<file path="src/rtl/c3p_pkg.sv">
// c3p_pkg: widths, word types, register-file map and microcode for the
// circle-through-three-points core. No dependencies.
package c3p_pkg;

	localparam int CW       = 32;
	localparam int FB       = 16;
	localparam int DW       = CW + 1;
	localparam int NW       = FB + 2;
	localparam int WW       = 6 * DW + 14;
	localparam int QW       = 2 * CW + 3;
	localparam int SQ_STEPS = CW + 1;
	localparam int NSH      = 2 * FB + 2;
	localparam int CNT_W    = $clog2(QW);
	localparam int FQ_DEPTH = 4;
	localparam int FQ_AW    = $clog2(FQ_DEPTH);
	localparam int RF_DEPTH = 32;
	localparam int RA_W     = $clog2(RF_DEPTH);
	localparam int PROG_LEN = 93;
	localparam int PC_W     = $clog2(PROG_LEN);

	typedef logic signed [CW-1:0] coord_t;
	typedef logic signed [DW-1:0] diff_t;
	typedef logic signed [NW-1:0] norm_t;
	typedef logic [CW-2:0]        rad_t;
	typedef logic signed [WW-1:0] wide_t;
	typedef logic [WW-1:0]        uwide_t;
	typedef logic [RA_W-1:0]      ra_t;

	typedef struct packed {
		coord_t ax, ay, az;
		diff_t  ux, uy, uz;
		diff_t  vx, vy, vz;
		diff_t  ex, ey, ez;
		logic   coin;
	} item_t;

	typedef struct packed {
		coord_t cx, cy, cz;
		rad_t   rad;
		norm_t  nx, ny, nz;
		coord_t off;
		logic   degen;
	} res_t;

	typedef enum logic [3:0] {
		OP_LD, OP_ADD, OP_SUB, OP_MUL, OP_DIVF, OP_DIVR, OP_SQRT, OP_NSC,
		OP_BRZ, OP_OUTC, OP_OUTR, OP_OUTN, OP_OUTP, OP_DONE
	} op_t;

	typedef struct packed {
		op_t op;
		ra_t dst;
		ra_t s1;
		ra_t s2;
	} instr_t;

	localparam ra_t R_AX = 5'd0,  R_AY = 5'd1,  R_AZ = 5'd2;
	localparam ra_t R_UX = 5'd3,  R_UY = 5'd4,  R_UZ = 5'd5;
	localparam ra_t R_VX = 5'd6,  R_VY = 5'd7,  R_VZ = 5'd8;
	localparam ra_t R_EX = 5'd9,  R_EY = 5'd10, R_EZ = 5'd11;
	localparam ra_t R_WX = 5'd12, R_WY = 5'd13, R_WZ = 5'd14;
	localparam ra_t R_QX = 5'd15, R_QY = 5'd16, R_QZ = 5'd17;
	localparam ra_t R_NX = 5'd18, R_NY = 5'd19, R_NZ = 5'd20;
	localparam ra_t R_V11 = 5'd21, R_V22 = 5'd22, R_V12 = 5'd23;
	localparam ra_t R_EE = 5'd24, R_DEN = 5'd25, R_AA = 5'd26, R_BB = 5'd27;
	localparam ra_t R_T = 5'd28, R_T2 = 5'd29, R_NIL = 5'd31;
	localparam ra_t AXIS_X = 5'd0, AXIS_Y = 5'd1, AXIS_Z = 5'd2;

	// W = U x V, dot products, den = |W|^2, centre, radius, normal, offset
	localparam instr_t PROG [PROG_LEN] = '{
		'{OP_LD, R_AX, R_NIL, R_NIL}, '{OP_LD, R_AY, R_NIL, R_NIL},
		'{OP_LD, R_AZ, R_NIL, R_NIL}, '{OP_LD, R_UX, R_NIL, R_NIL},
		'{OP_LD, R_UY, R_NIL, R_NIL}, '{OP_LD, R_UZ, R_NIL, R_NIL},
		'{OP_LD, R_VX, R_NIL, R_NIL}, '{OP_LD, R_VY, R_NIL, R_NIL},
		'{OP_LD, R_VZ, R_NIL, R_NIL}, '{OP_LD, R_EX, R_NIL, R_NIL},
		'{OP_LD, R_EY, R_NIL, R_NIL}, '{OP_LD, R_EZ, R_NIL, R_NIL},
		'{OP_MUL, R_T, R_UY, R_VZ}, '{OP_MUL, R_T2, R_UZ, R_VY},
		'{OP_SUB, R_WX, R_T, R_T2},
		'{OP_MUL, R_T, R_UZ, R_VX}, '{OP_MUL, R_T2, R_UX, R_VZ},
		'{OP_SUB, R_WY, R_T, R_T2},
		'{OP_MUL, R_T, R_UX, R_VY}, '{OP_MUL, R_T2, R_UY, R_VX},
		'{OP_SUB, R_WZ, R_T, R_T2},
		'{OP_MUL, R_V11, R_UX, R_UX}, '{OP_MUL, R_T, R_UY, R_UY},
		'{OP_ADD, R_V11, R_V11, R_T}, '{OP_MUL, R_T, R_UZ, R_UZ},
		'{OP_ADD, R_V11, R_V11, R_T},
		'{OP_MUL, R_V22, R_VX, R_VX}, '{OP_MUL, R_T, R_VY, R_VY},
		'{OP_ADD, R_V22, R_V22, R_T}, '{OP_MUL, R_T, R_VZ, R_VZ},
		'{OP_ADD, R_V22, R_V22, R_T},
		'{OP_MUL, R_V12, R_UX, R_VX}, '{OP_MUL, R_T, R_UY, R_VY},
		'{OP_ADD, R_V12, R_V12, R_T}, '{OP_MUL, R_T, R_UZ, R_VZ},
		'{OP_ADD, R_V12, R_V12, R_T},
		'{OP_MUL, R_EE, R_EX, R_EX}, '{OP_MUL, R_T, R_EY, R_EY},
		'{OP_ADD, R_EE, R_EE, R_T}, '{OP_MUL, R_T, R_EZ, R_EZ},
		'{OP_ADD, R_EE, R_EE, R_T},
		'{OP_MUL, R_QX, R_WX, R_WX}, '{OP_MUL, R_QY, R_WY, R_WY},
		'{OP_MUL, R_QZ, R_WZ, R_WZ}, '{OP_ADD, R_DEN, R_QX, R_QY},
		'{OP_ADD, R_DEN, R_DEN, R_QZ},
		'{OP_BRZ, R_NIL, R_DEN, R_NIL},
		'{OP_SUB, R_T, R_V11, R_V12}, '{OP_MUL, R_AA, R_T, R_V22},
		'{OP_SUB, R_T, R_V22, R_V12}, '{OP_MUL, R_BB, R_T, R_V11},
		'{OP_MUL, R_T, R_AA, R_UX}, '{OP_MUL, R_T2, R_BB, R_VX},
		'{OP_ADD, R_T, R_T, R_T2}, '{OP_DIVR, R_T, R_T, R_DEN},
		'{OP_ADD, R_T, R_AX, R_T}, '{OP_OUTC, AXIS_X, R_T, R_NIL},
		'{OP_MUL, R_T, R_AA, R_UY}, '{OP_MUL, R_T2, R_BB, R_VY},
		'{OP_ADD, R_T, R_T, R_T2}, '{OP_DIVR, R_T, R_T, R_DEN},
		'{OP_ADD, R_T, R_AY, R_T}, '{OP_OUTC, AXIS_Y, R_T, R_NIL},
		'{OP_MUL, R_T, R_AA, R_UZ}, '{OP_MUL, R_T2, R_BB, R_VZ},
		'{OP_ADD, R_T, R_T, R_T2}, '{OP_DIVR, R_T, R_T, R_DEN},
		'{OP_ADD, R_T, R_AZ, R_T}, '{OP_OUTC, AXIS_Z, R_T, R_NIL},
		'{OP_MUL, R_T, R_V11, R_V22}, '{OP_MUL, R_T, R_T, R_EE},
		'{OP_DIVF, R_T, R_T, R_DEN}, '{OP_SQRT, R_T, R_T, R_NIL},
		'{OP_OUTR, R_NIL, R_T, R_NIL},
		'{OP_NSC, R_T, R_QX, R_NIL}, '{OP_DIVF, R_T, R_T, R_DEN},
		'{OP_SQRT, R_T, R_T, R_NIL}, '{OP_OUTN, R_NX, R_T, R_WX},
		'{OP_NSC, R_T, R_QY, R_NIL}, '{OP_DIVF, R_T, R_T, R_DEN},
		'{OP_SQRT, R_T, R_T, R_NIL}, '{OP_OUTN, R_NY, R_T, R_WY},
		'{OP_NSC, R_T, R_QZ, R_NIL}, '{OP_DIVF, R_T, R_T, R_DEN},
		'{OP_SQRT, R_T, R_T, R_NIL}, '{OP_OUTN, R_NZ, R_T, R_WZ},
		'{OP_MUL, R_T, R_AX, R_NX}, '{OP_MUL, R_T2, R_AY, R_NY},
		'{OP_ADD, R_T, R_T, R_T2}, '{OP_MUL, R_T2, R_AZ, R_NZ},
		'{OP_ADD, R_T, R_T, R_T2}, '{OP_OUTP, R_NIL, R_T, R_NIL},
		'{OP_DONE, R_NIL, R_NIL, R_NIL}
	};

	function automatic coord_t sat_coord(wide_t v);
		wide_t hi;
		wide_t lo;
		hi = (wide_t'(1) <<< (CW - 1)) - wide_t'(1);
		lo = -(wide_t'(1) <<< (CW - 1));
		if (v > hi)
			return coord_t'(hi);
		else if (v < lo)
			return coord_t'(lo);
		else
			return coord_t'(v);
	endfunction

endpackage

</file>
<file path="src/rtl/c3p_outq.sv">
// c3p_outq: two-word result queue between the back end and the result port.
// Uses c3p_pkg.
module c3p_outq (
	input  logic          clk,
	input  logic          arst_n,
	input  logic          res_push,
	input  c3p_pkg::res_t res_in,
	output logic          res_full,
	input  logic          pop,
	output logic          empty,
	output c3p_pkg::res_t res_out
);
	import c3p_pkg::*;

	res_t       oq_q [2];
	logic       wp_q, rp_q;
	logic [1:0] cnt_q;
	logic       wr, rd;

	assign res_full = (cnt_q == 2'd2);
	assign empty    = (cnt_q == 2'd0);
	assign res_out  = oq_q[rp_q];
	assign wr       = res_push && !res_full;
	assign rd       = pop && !empty;

	always_ff @(posedge clk or negedge arst_n) begin
		if (!arst_n) begin
			wp_q  <= 1'b0;
			rp_q  <= 1'b0;
			cnt_q <= '0;
		end else begin
			if (wr)
				wp_q <= !wp_q;
			if (rd)
				rp_q <= !rp_q;
			if (wr && !rd)
				cnt_q <= cnt_q + 1'b1;
			else if (rd && !wr)
				cnt_q <= cnt_q - 1'b1;
		end
	end

	always_ff @(posedge clk) begin
		if (wr)
			oq_q[wp_q] <= res_in;
	end
endmodule

</file>
<file path="config.mk">
export PLATFORM = sky130hd
export DESIGN_NAME = c3p_outq
export DESIGN_NICKNAME = d
export VERILOG_FILES = /design/src/rtl/c3p_pkg.sv /design/src/rtl/c3p_outq.sv
export SDC_FILE = /design/constraint.sdc
export NUM_CORES = 1
export LEC_CHECK = 0
export ABC_AREA = 1
export CORE_AREA = 2 2 168 170
export CTS_BUF_LIST = sky130_fd_sc_hd__clkbuf_8
export DETAILED_ROUTE_END_ITERATION = 6
export DIE_AREA = 0 0 170 172
export DONT_BUFFER_PORTS = 1
export GPL_ROUTABILITY_DRIVEN = 0
export HOLD_SLACK_MARGIN = 0.1
export PLACE_DENSITY = 0.76
export SKIP_CTS_REPAIR_TIMING = 1
export SLEW_MARGIN = 20
export SYNTH_ARGS = -nofsm -noshare
export SYNTH_HDL_FRONTEND = slang
export SYNTH_SLANG_ARGS = --single-unit
</file>
<file path="constraint.sdc">
create_clock -name clk -period 18.3 [get_ports clk]
set_input_delay 0 -clock clk [delete_from_list [all_inputs] [get_ports clk]]
set_output_delay 0 -clock clk [all_outputs]
set_load 0.02 [all_outputs]
</file>
==> results summary, run 1 <==
The top-level port count is 434. The average size of a mapped cell is 13.79 um2. The first error in the log reads "[ERROR RSZ-0060] Max buffer count reached". The share of the synthesized area in the top cell type came out at 81.09%. The post-synthesis cell type count came out at 16. The run ended at 5_1_grt. The setup slack after placement is 15.23 ns. The deepest level of the CTS H-tree came out at 3. The register bit count reported by yosys came out at 432. The most used flip-flop cell after synthesis is sky130_fd_sc_hd__edfxtp_1.

The library cell with the largest summed area after synthesis is sky130_fd_sc_hd__edfxtp_1. The most common cell in the synthesized netlist is sky130_fd_sc_hd__nand2_1. The number of sinks driven by the clock tree is 432. The number of nets in the synthesized netlist came out at 1,368.

The clock passes through at most 3 buffers. The initial standard-cell utilization of the core came out at 57.69%. Clock tree synthesis selected as its root buffer the cell sky130_fd_sc_hd__clkbuf_8.

The maximum number of pins on one net before global-route repair is 150. The chip width came out at 170 um. The number of enable flip-flop cells after synthesis came out at 428.

Sorting the synthesized cells by how often they occur yields sky130_fd_sc_hd__nand2_1, sky130_fd_sc_hd__edfxtp_1, sky130_fd_sc_hd__buf_2, sky130_fd_sc_hd__buf_6, sky130_fd_sc_hd__inv_1. The post-synthesis instance area came out at 15,850 um2. The number of CTS-inserted buffers came out at 67. The async set-reset flop share out of synthesis is 0.9259%.

Synthesis handed over a netlist of 1,149 instances. The half-perimeter wire length of the detailed placement result came out at 19.74 mm. The run stopped with a tool error. The count of port buffers added during placement came out at 0. The height of the die is 172 um. The placed instance area is 16,000 um2. The cell row count came out at 61. Ranked by total cell area, the synthesized netlist is headed by sky130_fd_sc_hd__edfxtp_1, sky130_fd_sc_hd__nand2_1, sky130_fd_sc_hd__buf_6, sky130_fd_sc_hd__buf_2, sky130_fd_sc_hd__dfrtp_1. The number of warnings printed during yosys synthesis came out at 0. The share of the Yosys chip area taken by registers is 81.72%.
-- per-stage QoR --
| stage | hold slack (ns) | cells |
|---|---|---|
| 2_1_floorplan | -0.2956 | 1149 |
| 4_1_cts | -0.8967 | 1571 |
| 3_3_place_gp | -0.2954 | 1455 |
| 3_5_place_dp | -0.2954 | 1455 |
-- cell families after synthesis --
group	synth area share (%)
AND/OR/NAND/NOR	15.63
flip-flops	81.72
adder cells (fa/ha/maj)	0.07893
buffers and inverters	2.455
XOR/XNOR	0.05527
AO/OA/AOI/OAI	0.06315
==> inputs of run 2 (changes only) <==
Settings changed: CORE_AREA 2 2 168 170 to default, CORE_MARGIN from default to 1.5, CORE_UTILIZATION from default to 40, CTS_BUF_LIST sky130_fd_sc_hd__clkbuf_8 to default, DIE_AREA 0 0 170 172 to default, HOLD_SLACK_MARGIN 0.1 to default, PLACE_DENSITY 0.76 to default, PLACE_DENSITY_LB_ADDON from default to 0.15.
==> results summary, run 2 <==
The critical path is of the reg2reg type. The main combinational cell family by area after synthesis is simple AND/OR/NAND/NOR gates. The maximum buffer depth of the clock tree was 3 (unchanged).

In the layout the commonest cells are sky130_fd_sc_hd__nand2_1, sky130_fd_sc_hd__edfxtp_1, sky130_fd_sc_hd__dlygate4sd3_1, sky130_fd_sc_hd__clkbuf_16, sky130_fd_sc_hd__clkinv_2. The number of nets with antenna violations after routing came out at 0. The number of warnings printed during yosys synthesis came out at 0 (unchanged). The number of global-route vias before repair is 7,882. Across all hold checks on the routed design, the worst slack comes to 0.08724 ns.

The overall routing resource usage is 16.63%. More flip-flops sit in one register than any other, and that register is oq_q. Among all cell types in the netlist, the one instantiated most often is sky130_fd_sc_hd__nand2_1. The top-level port count came out at 434 (unchanged). The post-synthesis cell type count was 16 (unchanged). The maximum clock frequency came out at 302.0 MHz. The number of enable flip-flop cells after synthesis came out at 428 (unchanged). The routed layout has 9,045 vias. The number of iterations in the first detailed-routing pass is 4.

The detailed router finished its first iteration with 542 violations. The total wire length came out at 35.79 mm. The number of CTS-inserted buffers is 46 (-31%). The post-synthesis instance area came out at 15,850 um2 (unchanged).

The worst setup path is captured at a flop. The net count reported at finish came out at 1,596. The post-route setup TNS came out at 0 ns. The final critical path time including I/O delays and setup came out at 3.311 ns. The number of failing hold endpoints at the final stage was 0. The die footprint came out at 40,830 um2. The number of placed instances with taps included was 1,629 (+12%). The power density over the cells is 167.6 nW/um2. The final non-filler cell total is 1,934. The fraction of layout instances using a drive strength above 1 is 5.741%. The first-pass GRT wire length is 50.25 mm.

The proportion of synthesized area in mux cells came to 0% (unchanged). Clock-pin slew was measured on the worst setup and hold paths at 0.06 ns. The worst setup skew after layout is 0.01262 ns. The largest total area in the synthesized netlist belongs to sky130_fd_sc_hd__edfxtp_1. The share of the synthesized netlist area taken by xor and xnor gates is 0.05526% (unchanged).

The area added between synthesis and finish came out at 25.71%. The latest clock arrival within the worst-skew pair is 0.56 ns. The share of synthesized area occupied by flip-flops and latches is 81.72% (unchanged). The critical path arrival came out at 3.48 ns.

The flip-flop count of the largest register, all copies and words added is 428. The final cell utilization of the core is 51.20%. The half-perimeter wire length of the detailed placement result came out at 21.57 mm (+9.3%). Setup repair after global routing left no endpoint under its margin. The chip width is 202.1 um (+19%). The required time at the worst-slack endpoint came out at 18.47 ns.

The max-slew violation total from the final report came out at 0. The count of port buffers added during placement came out at 0 (unchanged). The worst-case IR drop observed on VDD is 0.1432 mV. The most instantiated flip-flop cell in the synthesis netlist is sky130_fd_sc_hd__edfxtp_1. The final critical-path share of the clock period is 18.09%. STA classifies the critical path startpoint as a flop. The largest registers in the layout are oq_q: 428 flops, cnt_q: 2 flops.

Entering global routing, the biggest net connects 84 pins. The adder and majority gate portion of the synthesized area was 0.07894% (unchanged). The share of the synthesized area in the top cell type is 81.09% (unchanged). The average detailed-routed wire length per instance is 18.51 um. The total setup violations reported at the end of the flow is 0. The cell row count is 72 (+18%).

The average vias per placed instance came out at 4.677. The register bit count reported by yosys is 432 (unchanged). The relative slew slack came out at 31.86%. The initial antenna violation count is 6. The async set-reset flop share out of synthesis was 0.9259% (unchanged). TritonCTS built the clock tree. The tool flagged a number of max-cap violations equal to 0. Summed over all cells, the static leakage comes to 0.007694 uW.

The worst hold path belongs to the class in2reg. The total grt overflow is 0. The deepest level of the CTS H-tree came out at 2 (-1). The fraction of the mapped netlist area in simple logic gates is 15.63% (unchanged).

The initial standard-cell utilization of the core was 40.73% (-17 points). Sorting the synthesized cells by area gives the leading types as sky130_fd_sc_hd__edfxtp_1, sky130_fd_sc_hd__nand2_1, sky130_fd_sc_hd__buf_6, sky130_fd_sc_hd__buf_2, sky130_fd_sc_hd__dfrtp_1. The library cell used most frequently in the layout, excluding fill and tap cells, is sky130_fd_sc_hd__nand2_1. The number of instances in the synthesized netlist came out at 1,149 (unchanged). The average size of a mapped cell was 13.79 um2 (unchanged).

The flow ran to the end, and the final reports show no timing, DRC or antenna violations. The biggest fanout along the worst timing path is 72. The height of the die was 202.1 um (+17%). By count the netlist is led by sky130_fd_sc_hd__nand2_1, sky130_fd_sc_hd__edfxtp_1, sky130_fd_sc_hd__buf_2, sky130_fd_sc_hd__buf_6, sky130_fd_sc_hd__inv_1.

The transition time at the pin with the least slew margin is 1.022 ns. The area of the placeable core came out at 38,920 um2. The DRC violation count after routing came out at 0. The post-synthesis compound-gate area fraction came out at 0.06315% (unchanged).

The number of sinks driven by the clock tree is 432 (unchanged). The number of nets in the synthesized netlist is 1,368 (unchanged). The root buffer cell chosen for the clock tree is sky130_fd_sc_hd__clkbuf_16.
[run 2: cell counts after synthesis]
Identical to the previous run, type by type.
[run 2: per-layer routing]
metal,vias up,wire length [um],global-route usage (%)
met5,-,12,0
met4,2,864,6.237
met3,61,3650,10.45
met2,328,17220,26.35
met1,4302,14040,17.96
li1,4352,-,-
[run 2: final timing paths]
path / startpoint / endpoint / slack [ns] / depth (start not counted)
max: cnt_q[1] / oq_q[1][72] / 14.99 / 5
min: res_in[103] / oq_q[1][103] / 0.09 / 1
max reg2reg: cnt_q[1] / oq_q[1][72] / 14.99 / 5
min reg2reg: wp_q / wp_q / 0.49 / 2
max in group asynchronous: arst_n / rp_q / 17.79 / 2
min in group asynchronous: arst_n / cnt_q[0] / 0.29 / 2
[run 2: kinds of logic (layout without fill, tap and decap cells)]
logic type | count (synthesis) | in the layout
simple gates | 658 | 658
flops | 432 | 432
buf+inv | 55 | 317
compound gates | 2 | 2
fa+ha+maj | 1 | 1
xor+xnor | 1 | 1
other cells | 0 | 5
[run 2: final cells by class]
| class | count | area, um2 |
|---|---|---|
| flip-flops and latches | 432 | 12960 |
| repair buffers | 227 | 2250 |
| multi-input cells | 662 | 2516 |
| diodes | 5 | 12.51 |
| clock inverters | 30 | 305.3 |
| clock buffers | 52 | 1195 |
| inverters | 8 | 42.54 |
| fillers | 3313 | 18990 |
| well taps | 518 | 648.1 |
[run 2: stage by stage]
stage | total power, uW | setup WS [ns] | instance area (um2)
4_1_cts | 3340 | 14.96 | 17730
2_1_floorplan | 2277 | 8.071 | 15850
5_1_grt | 3512 | 14.72 | 19930
6_report | 3339 | 14.99 | 19930
3_3_place_gp | 2410 | 14.95 | 16230
3_5_place_dp | 2415 | 14.97 | 16230
[run 2: critical path: stages (launching register included)]
cell and delay [ns]:
sky130_fd_sc_hd__dfrtp_1 0.40, sky130_fd_sc_hd__inv_1 0.10, sky130_fd_sc_hd__o21ai_0 0.15, sky130_fd_sc_hd__nor2_4 0.37
sky130_fd_sc_hd__buf_4 0.84, sky130_fd_sc_hd__buf_4 0.87
[run 2: power breakdown]
group	leakage, uW	internal, uW	switching [uW]
registers	0.00403	1350	67.4
logic	0.00293	162	837
clock network	0.000737	553	370
Power figures use the tool's default switching activity.
