## config.mk

```make
export PLATFORM = sky130hd
export DESIGN_NAME = c3p_front
export DESIGN_NICKNAME = d
export VERILOG_FILES = /design/src/rtl/c3p_pkg.sv /design/src/rtl/c3p_front.sv
export SDC_FILE = /design/constraint.sdc
export NUM_CORES = 2
export LEC_CHECK = 0
export BUFFER_PORTS_ARGS = -buffer_cell sky130_fd_sc_hd__buf_2
export CAP_MARGIN = 40
export CORE_UTILIZATION = 64
export CTS_CLUSTER_SIZE = 14
export DETAILED_ROUTE_END_ITERATION = 7
export GPL_TIMING_DRIVEN = 0
export PLACE_DENSITY = 0.94
export SYNTH_ARGS = -nofsm -noshare
export SYNTH_HDL_FRONTEND = slang
export SYNTH_SLANG_ARGS = --single-unit
```

## constraint.sdc

```tcl
create_clock -name clk -period 19.75 [get_ports clk]
set_input_delay 2.9625 -clock clk [delete_from_list [all_inputs] [get_ports clk]]
set_output_delay 2.9625 -clock clk [all_outputs]
set_load 0.05 [all_outputs]
```

## src/rtl/c3p_pkg.sv

```systemverilog
// c3p_pkg: widths, word types, register-file map and microcode for the
// circle-through-three-points core. No dependencies.
package c3p_pkg;

	localparam int CW       = 32;
	localparam int FB       = 16;
	localparam int DW       = CW + 1;
	localparam int NW       = FB + 2;
	localparam int WW       = 6 * DW + 14;
	localparam int QW       = 2 * CW + 3;
	localparam int SQ_STEPS = CW + 1;
	localparam int NSH      = 2 * FB + 2;
	localparam int CNT_W    = $clog2(QW);
	localparam int FQ_DEPTH = 4;
	localparam int FQ_AW    = $clog2(FQ_DEPTH);
	localparam int RF_DEPTH = 32;
	localparam int RA_W     = $clog2(RF_DEPTH);
	localparam int PROG_LEN = 93;
	localparam int PC_W     = $clog2(PROG_LEN);

	typedef logic signed [CW-1:0] coord_t;
	typedef logic signed [DW-1:0] diff_t;
	typedef logic signed [NW-1:0] norm_t;
	typedef logic [CW-2:0]        rad_t;
	typedef logic signed [WW-1:0] wide_t;
	typedef logic [WW-1:0]        uwide_t;
	typedef logic [RA_W-1:0]      ra_t;

	typedef struct packed {
		coord_t ax, ay, az;
		diff_t  ux, uy, uz;
		diff_t  vx, vy, vz;
		diff_t  ex, ey, ez;
		logic   coin;
	} item_t;

	typedef struct packed {
		coord_t cx, cy, cz;
		rad_t   rad;
		norm_t  nx, ny, nz;
		coord_t off;
		logic   degen;
	} res_t;

	typedef enum logic [3:0] {
		OP_LD, OP_ADD, OP_SUB, OP_MUL, OP_DIVF, OP_DIVR, OP_SQRT, OP_NSC,
		OP_BRZ, OP_OUTC, OP_OUTR, OP_OUTN, OP_OUTP, OP_DONE
	} op_t;

	typedef struct packed {
		op_t op;
		ra_t dst;
		ra_t s1;
		ra_t s2;
	} instr_t;

	localparam ra_t R_AX = 5'd0,  R_AY = 5'd1,  R_AZ = 5'd2;
	localparam ra_t R_UX = 5'd3,  R_UY = 5'd4,  R_UZ = 5'd5;
	localparam ra_t R_VX = 5'd6,  R_VY = 5'd7,  R_VZ = 5'd8;
	localparam ra_t R_EX = 5'd9,  R_EY = 5'd10, R_EZ = 5'd11;
	localparam ra_t R_WX = 5'd12, R_WY = 5'd13, R_WZ = 5'd14;
	localparam ra_t R_QX = 5'd15, R_QY = 5'd16, R_QZ = 5'd17;
	localparam ra_t R_NX = 5'd18, R_NY = 5'd19, R_NZ = 5'd20;
	localparam ra_t R_V11 = 5'd21, R_V22 = 5'd22, R_V12 = 5'd23;
	localparam ra_t R_EE = 5'd24, R_DEN = 5'd25, R_AA = 5'd26, R_BB = 5'd27;
	localparam ra_t R_T = 5'd28, R_T2 = 5'd29, R_NIL = 5'd31;
	localparam ra_t AXIS_X = 5'd0, AXIS_Y = 5'd1, AXIS_Z = 5'd2;

	// W = U x V, dot products, den = |W|^2, centre, radius, normal, offset
	localparam instr_t PROG [PROG_LEN] = '{
		'{OP_LD, R_AX, R_NIL, R_NIL}, '{OP_LD, R_AY, R_NIL, R_NIL},
		'{OP_LD, R_AZ, R_NIL, R_NIL}, '{OP_LD, R_UX, R_NIL, R_NIL},
		'{OP_LD, R_UY, R_NIL, R_NIL}, '{OP_LD, R_UZ, R_NIL, R_NIL},
		'{OP_LD, R_VX, R_NIL, R_NIL}, '{OP_LD, R_VY, R_NIL, R_NIL},
		'{OP_LD, R_VZ, R_NIL, R_NIL}, '{OP_LD, R_EX, R_NIL, R_NIL},
		'{OP_LD, R_EY, R_NIL, R_NIL}, '{OP_LD, R_EZ, R_NIL, R_NIL},
		'{OP_MUL, R_T, R_UY, R_VZ}, '{OP_MUL, R_T2, R_UZ, R_VY},
		'{OP_SUB, R_WX, R_T, R_T2},
		'{OP_MUL, R_T, R_UZ, R_VX}, '{OP_MUL, R_T2, R_UX, R_VZ},
		'{OP_SUB, R_WY, R_T, R_T2},
		'{OP_MUL, R_T, R_UX, R_VY}, '{OP_MUL, R_T2, R_UY, R_VX},
		'{OP_SUB, R_WZ, R_T, R_T2},
		'{OP_MUL, R_V11, R_UX, R_UX}, '{OP_MUL, R_T, R_UY, R_UY},
		'{OP_ADD, R_V11, R_V11, R_T}, '{OP_MUL, R_T, R_UZ, R_UZ},
		'{OP_ADD, R_V11, R_V11, R_T},
		'{OP_MUL, R_V22, R_VX, R_VX}, '{OP_MUL, R_T, R_VY, R_VY},
		'{OP_ADD, R_V22, R_V22, R_T}, '{OP_MUL, R_T, R_VZ, R_VZ},
		'{OP_ADD, R_V22, R_V22, R_T},
		'{OP_MUL, R_V12, R_UX, R_VX}, '{OP_MUL, R_T, R_UY, R_VY},
		'{OP_ADD, R_V12, R_V12, R_T}, '{OP_MUL, R_T, R_UZ, R_VZ},
		'{OP_ADD, R_V12, R_V12, R_T},
		'{OP_MUL, R_EE, R_EX, R_EX}, '{OP_MUL, R_T, R_EY, R_EY},
		'{OP_ADD, R_EE, R_EE, R_T}, '{OP_MUL, R_T, R_EZ, R_EZ},
		'{OP_ADD, R_EE, R_EE, R_T},
		'{OP_MUL, R_QX, R_WX, R_WX}, '{OP_MUL, R_QY, R_WY, R_WY},
		'{OP_MUL, R_QZ, R_WZ, R_WZ}, '{OP_ADD, R_DEN, R_QX, R_QY},
		'{OP_ADD, R_DEN, R_DEN, R_QZ},
		'{OP_BRZ, R_NIL, R_DEN, R_NIL},
		'{OP_SUB, R_T, R_V11, R_V12}, '{OP_MUL, R_AA, R_T, R_V22},
		'{OP_SUB, R_T, R_V22, R_V12}, '{OP_MUL, R_BB, R_T, R_V11},
		'{OP_MUL, R_T, R_AA, R_UX}, '{OP_MUL, R_T2, R_BB, R_VX},
		'{OP_ADD, R_T, R_T, R_T2}, '{OP_DIVR, R_T, R_T, R_DEN},
		'{OP_ADD, R_T, R_AX, R_T}, '{OP_OUTC, AXIS_X, R_T, R_NIL},
		'{OP_MUL, R_T, R_AA, R_UY}, '{OP_MUL, R_T2, R_BB, R_VY},
		'{OP_ADD, R_T, R_T, R_T2}, '{OP_DIVR, R_T, R_T, R_DEN},
		'{OP_ADD, R_T, R_AY, R_T}, '{OP_OUTC, AXIS_Y, R_T, R_NIL},
		'{OP_MUL, R_T, R_AA, R_UZ}, '{OP_MUL, R_T2, R_BB, R_VZ},
		'{OP_ADD, R_T, R_T, R_T2}, '{OP_DIVR, R_T, R_T, R_DEN},
		'{OP_ADD, R_T, R_AZ, R_T}, '{OP_OUTC, AXIS_Z, R_T, R_NIL},
		'{OP_MUL, R_T, R_V11, R_V22}, '{OP_MUL, R_T, R_T, R_EE},
		'{OP_DIVF, R_T, R_T, R_DEN}, '{OP_SQRT, R_T, R_T, R_NIL},
		'{OP_OUTR, R_NIL, R_T, R_NIL},
		'{OP_NSC, R_T, R_QX, R_NIL}, '{OP_DIVF, R_T, R_T, R_DEN},
		'{OP_SQRT, R_T, R_T, R_NIL}, '{OP_OUTN, R_NX, R_T, R_WX},
		'{OP_NSC, R_T, R_QY, R_NIL}, '{OP_DIVF, R_T, R_T, R_DEN},
		'{OP_SQRT, R_T, R_T, R_NIL}, '{OP_OUTN, R_NY, R_T, R_WY},
		'{OP_NSC, R_T, R_QZ, R_NIL}, '{OP_DIVF, R_T, R_T, R_DEN},
		'{OP_SQRT, R_T, R_T, R_NIL}, '{OP_OUTN, R_NZ, R_T, R_WZ},
		'{OP_MUL, R_T, R_AX, R_NX}, '{OP_MUL, R_T2, R_AY, R_NY},
		'{OP_ADD, R_T, R_T, R_T2}, '{OP_MUL, R_T2, R_AZ, R_NZ},
		'{OP_ADD, R_T, R_T, R_T2}, '{OP_OUTP, R_NIL, R_T, R_NIL},
		'{OP_DONE, R_NIL, R_NIL, R_NIL}
	};

	function automatic coord_t sat_coord(wide_t v);
		wide_t hi;
		wide_t lo;
		hi = (wide_t'(1) <<< (CW - 1)) - wide_t'(1);
		lo = -(wide_t'(1) <<< (CW - 1));
		if (v > hi)
			return coord_t'(hi);
		else if (v < lo)
			return coord_t'(lo);
		else
			return coord_t'(v);
	endfunction

endpackage

```

## src/rtl/c3p_front.sv

```systemverilog
// c3p_front: accepts point triples, forms the edge vectors, flags coincident
// points and holds words in a short queue for the back end. Uses c3p_pkg.
module c3p_front (
	input  logic            clk,
	input  logic            arst_n,
	input  logic            push,
	output logic            full,
	input  c3p_pkg::coord_t point_a_x,
	input  c3p_pkg::coord_t point_a_y,
	input  c3p_pkg::coord_t point_a_z,
	input  c3p_pkg::coord_t point_b_x,
	input  c3p_pkg::coord_t point_b_y,
	input  c3p_pkg::coord_t point_b_z,
	input  c3p_pkg::coord_t point_c_x,
	input  c3p_pkg::coord_t point_c_y,
	input  c3p_pkg::coord_t point_c_z,
	output logic            item_valid,
	output c3p_pkg::item_t  item,
	input  logic            item_take
);
	import c3p_pkg::*;

	item_t            fq_q [FQ_DEPTH];
	logic [FQ_AW-1:0] wp_q, rp_q;
	logic [FQ_AW:0]   cnt_q;
	item_t            nw;
	logic             wr, rd;

	always_comb begin
		nw.ax = point_a_x;
		nw.ay = point_a_y;
		nw.az = point_a_z;
		nw.ux = diff_t'(point_b_x) - diff_t'(point_a_x);
		nw.uy = diff_t'(point_b_y) - diff_t'(point_a_y);
		nw.uz = diff_t'(point_b_z) - diff_t'(point_a_z);
		nw.vx = diff_t'(point_c_x) - diff_t'(point_a_x);
		nw.vy = diff_t'(point_c_y) - diff_t'(point_a_y);
		nw.vz = diff_t'(point_c_z) - diff_t'(point_a_z);
		nw.ex = diff_t'(point_b_x) - diff_t'(point_c_x);
		nw.ey = diff_t'(point_b_y) - diff_t'(point_c_y);
		nw.ez = diff_t'(point_b_z) - diff_t'(point_c_z);
		// a = b or a = c: no plane, skip the arithmetic
		nw.coin = ((nw.ux == '0) && (nw.uy == '0) && (nw.uz == '0)) ||
			((nw.vx == '0) && (nw.vy == '0) && (nw.vz == '0));
	end

	assign full       = (cnt_q == (FQ_AW + 1)'(FQ_DEPTH));
	assign item_valid = (cnt_q != '0);
	assign item       = fq_q[rp_q];
	assign wr         = push && !full;
	assign rd         = item_take && item_valid;

	always_ff @(posedge clk or negedge arst_n) begin
		if (!arst_n) begin
			wp_q  <= '0;
			rp_q  <= '0;
			cnt_q <= '0;
		end else begin
			if (wr)
				wp_q <= wp_q + 1'b1;
			if (rd)
				rp_q <= rp_q + 1'b1;
			if (wr && !rd)
				cnt_q <= cnt_q + 1'b1;
			else if (rd && !wr)
				cnt_q <= cnt_q - 1'b1;
		end
	end

	always_ff @(posedge clk) begin
		if (wr)
			fq_q[wp_q] <= nw;
	end
endmodule

```

# [After elaboration in Yosys (flattened, before gate mapping)]
# Memories as Yosys holds them, arrays and structs flattened.
# Index checks and enable logic that the tools add are counted.
[word_totals] reg_bits=7 latch_bits=0 ram_bits=1576 mem_bits_ro=0 inputBits=292 output_inout_bits=396 word_cells=42 n_memories=1
[classes] n_addsub=13 multipliers=0 n_div=0 order_cmp=0 n_eq_ne=1 shifts=0 muxes=4 bitwise_logic=0 reduce_logical=20
[mem_list] memory="fq_q" words=4 width=394 rd=1 rd_ports_with_merged_regs=0 write_ports=1 line_no="c3p_front.sv:23" source="item_t fq_q [FQ_DEPTH];"
[op_table] operator="$sub A32 B32 Y33" count=9
[op_table] operator="$logic_not A33 Y1" count=6
[op_table] operator="$logic_and A1 B1 Y1" count=8
[op_table] operator="$mux W3" count=2
[op_table] operator="$add A2 B1 Y2 const B" count=2
[op_table] operator="$add A3 B1 Y3 const B" count=1
[op_table] operator="$eq A3 B3 Y1 const B" count=1
[op_table] operator="$logic_not A1 Y1" count=3
[op_table] operator="$reduce_bool A3 Y1" count=1
[op_table] operator="$sub A3 B1 Y3 const B" count=1
[op_table] operator="$mux W1" count=2
[op_table] operator="$reduce_bool A2 Y1" count=1
[op_table] operator="$logic_or A1 B1 Y1" count=1

# [Longest topological paths before layout]
[depth] depth_word=7 mapped_depth=17 mapped_depth_nobuf=17

# [Worst setup path before layout]
# OpenSTA, ideal clock, no wires.
[synth_path] path_kind="input to register" from="in push" to="mem fq_q[0][0] (netlist name), enable pin" setup_ns=0.808 arrival_ns=12.257 required_time_ns=18.942 setup_slack_ns=6.685 cell_stages=3 path_buffers=1 cell_sequence="nor2b_1 > clkbuf_1 > and2_1"
[synth_between] elab_chain_len=3
[synth_lines] item="start: declaration" line_no="c3p_front.sv:6" source="input logic push,"
[synth_lines] item="$logic_and A1 B1 Y1" line_no="c3p_front.sv:50" source="assign wr = push && !full;"
[synth_lines] item="named net wr" line_no="c3p_front.sv:27" source="logic wr, rd;"
[synth_lines] item="$mux W1" line_no="c3p_front.sv:71" source="if (wr)"
[synth_lines] item="$mux W1 (implied by the code)" line_no="c3p_front.sv:72" source="fq_q[wp_q] <= nw;"
[synth_lines] item="end: declaration" line_no="c3p_front.sv:23"
# The timed path passes the listed nets, and every way through them passes these cells.

==> metrics <==
outcome finished with violations; violated checks design-rule violations; Port Buf Inserts ~700; Avg Cell Area, Syn 16.8 µm²; total vias in the final route 46600; Avg WL per Cell 32.0 µm; Worst VDD drop around 0.00016 V; Worst Hold Class flip-flop to flip-flop; ys async rst share 0.442%; DRC 1; CP top delay family compound AO/OA/AOI/OAI gates; Finished Layout Cells 6852; final setup TNS 0 ns; CTS tree built; first-pass GRT wire length about 310 mm; dpl ws 11.08 ns; Pre-antenna DRT Iters 8; worst slew pin tran between 1 and 1.5 ns; Pwr per Cell Area 166 nW/µm²; crit-path max FO 7; Sw Ratio 42.5%; combinational cell fraction of total power approximately 44%; Synth area leader edfxtp_1; count of pins over their slew limit 0; Tcrit/Tclk final approximately 41%; Final Hold Viols 0; Clk pwr share 21.3%; post-DP HPWL 153 mm; Initial DRC Count 6356; DP Cell Count 6535; most used cell, CP a21oi_1; Final setup viols 0; clock root buffer master clkbuf_16; MaxCap Viol Count 0; die height 337 µm; Hold Path Depth 1; synthesis-to-layout area growth 16.6%; Reg2Reg Depth 7; Slew Limit Headroom 25.6%; Primary FF master, synth edfxtp_1; Worst-path clk slew 0.06 ns; Post-Synthesis Cells 4265; GRT overflow 0; path length in cells of the critical path 18; die area 113000 µm²; reg2reg end fq_q[3][51]$_DFFE_PP_; Max Root-Sink Buffers 3; final setup skew 0.0220 ns; Period minus WS final around 8 ns; initial cell density of the core 64.7%; Vias/cell slightly below 7; crit start category primary input; Placement Rows approximately 120; Sink Count about 1600; initial antenna violation count 34; sequential area share after synthesis between 60% and 70%; cts-stage hold buffer count 0; synthesized cell area 71700 µm²; Finished Cell Area 83600 µm²; top post-synthesis cells by area edfxtp_1 66%, mux4_2 12%, ha_1 5.1%; Crit path buffers/inverters 3; Die Span X 337 µm; fin nets roughly 5800; critical path endpoint category flip-flop; flop2flop setup slack 16.37 ns; CP Data Required Time 20.27 ns; CP Cell Sequence buf_2, inv_1, ha_1, nor2b_1, o31ai_1, a21oi_1, a311oi_1, o21ai_0, a21oi_1, o21ai_0, nor3_1, o21bai_1, a21oi_1, xnor2_1, a2111oi_1, buf_2, nand4b_1, o41ai_2; RSZ-0062 raised after global routing no; Worst Hold End cnt_q[2]$_DFFE_PN0P_; Critical Path AT 8.64 ns; Yosys top cell area share 66.0%; Final Power 13.9 mW; Routed WL 219 mm; pin count of the biggest net entering global routing 59; yosys warns 0; CTS buffer count 157; Tot GR Track Use about two fifths; htree depth 4; Synth cell types 90; leakage roughly 30 nW; kind of critical path primary input to flip-flop; Post-CTS Setup Repair Bufs 0; Post-DP Area 78500 µm²; worst setup margin 11.64 ns; Max Clk Rate 123 MHz; switching pwr 5.91 mW; number of global-route vias before repair 47000; HP Start cnt_q[2]$_DFFE_PN0P_; # IOs 688; Int Pwr about 8.0 mW; core area 111000 µm²; number of flops mapped to enable cells by yosys 1576; Flop pwr share 34.3%; worst r2r src cnt_q[2]$_DFFE_PN0P_; worst hold slack approximately 0.52 ns; GPL Wtd Cong 0.953; CP max stage delay 0.74 ns; Synth Register Bits about 1600; insertion delay to the later sink of the worst-skew pair between 0.7 and 0.8 ns; Synth Net Count a little under 5000; post_cts resized 0; critical path's slowest cell a2111oi_1; Routed Antenna Nets 0; ratio of cells with drive above 1 in the final layout 27.0%; post-layout util 75.4%
-- worst reg2reg max path: stages (launching register included) --
cell and delay, ns:
dfrtp_1 0.41, nor3b_1 0.17, nor2b_1 0.14, clkbuf_1 0.37, and2_4 0.79, buf_16 0.44
buf_12 0.32, buf_16 0.33
-- layout make-up --
cell class | instances | area, µm²
Multi-Input combinational cell | 2277 | 22600
Antenna cell | 30 | 75.1
Clock buffer | 200 | 4170
Sequential cell | 1583 | 47500
Fill cell | 5960 | 27200
Tap cell | 1488 | 1860
Buffer | 112 | 438
Timing Repair Buffer | 788 | 4960
Clock inverter | 81 | 816
Inverter | 293 | 1100
-- worst max path at each step --
stage	startpoint	end	slack, ns
CTS	point_a_x[0]	fq_q[3][0]$_DFFE_PP_	11.89
global placement	push	fq_q[1][350]$_DFFE_PP_	0.10
floorplan	push	fq_q[0][0]$_DFFE_PP_	6.69
global route	point_a_x[1]	fq_q[1][0]$_DFFE_PP_	11.56
detailed placement	point_a_x[0]	fq_q[1][0]$_DFFE_PP_	11.08
finish	point_a_x[1]	fq_q[0][0]$_DFFE_PP_	11.64
-- cell families (layout without fill, tap and decap cells) --
kind of cell / count (synthesis) / in the layout / share of synthesized area (%)
XOR/XNOR: 243 / 243 / 2.97
AND/OR/NAND/NOR: 621 / 621 / 4.34
other: 0 / 30 / 0
adder cells (fa/ha/maj): 303 / 303 / 5.39
AO/OA/AOI/OAI: 713 / 713 / 6.45
multiplexers: 397 / 397 / 12.4
buffers and inverters: 405 / 1474 / 2.14
flip-flops: 1583 / 1583 / 66.3
-- registers in the layout (all words and copies together) (netlist names) --
register / count
cnt_q: 3
fq_q: 1576
rp_q: 2
wp_q: 2
-- synth_stat cells, types with 17 or more instances --
master and n:
o21bai_1 32, or3_1 17, nand2_1 141, edfxtp_1 1576, a31oi_1 21, o21a_1 45
o21ai_0 102, a21o_1 101, and3_1 25, nor4_1 19, inv_1 293, nand4_1 29
nand2b_1 30, nand3_1 49, clkbuf_1 57, mux4_2 394, nor2b_1 38, xnor2_1 165
nor2_1 161, ha_1 293, xor2_1 78, a21oi_1 245, buf_1 52, nor3_1 42
-- layout by cell type (no fill, tap or decap), types with 23 or more instances in the layout --
cell	Yosys	routed
a21o_1	101	101
edfxtp_1	1576	1576
nor2b_1	38	38
nand2_1	141	141
nand4_1	29	29
buf_1	52	51
clkbuf_1	57	90
mux4_2	394	394
ha_1	293	293
inv_1	293	293
nor2_1	161	161
o21ai_0	102	102
clkinv_1	0	24
clkinv_2	0	23
a21oi_1	245	245
xor2_1	78	78
nor3_1	42	42
buf_6	1	27
o21bai_1	32	32
nand3_1	49	49
o21a_1	45	45
buf_16	0	28
clkbuf_16	0	160
buf_2	2	696
xnor2_1	165	165
diode_2	0	30
nand2b_1	30	30
and3_1	25	25
-- power groups by stage --
stage	Combinational (mW)	Sequential, mW	Clock [mW]
after floorplan	4.10	5.05	0
after global placement	5.65	5.30	0
after detailed placement	6.00	4.82	0
after CTS	6.06	4.77	2.97
after global routing	6.32	4.81	3.10
final	6.17	4.77	2.97
-- per-layer routing --
metal  vias to the layer above  part of all wire [%]  track usage, %
li1                      18900                     -               -
met1                     23000                    32            47.0
met2                      3844                    48            61.8
met3                       902                    13            11.5
met4                         6                   7.1            22.8
met5                         -                 0.021           0.213
Power figures use the tool's default switching activity.
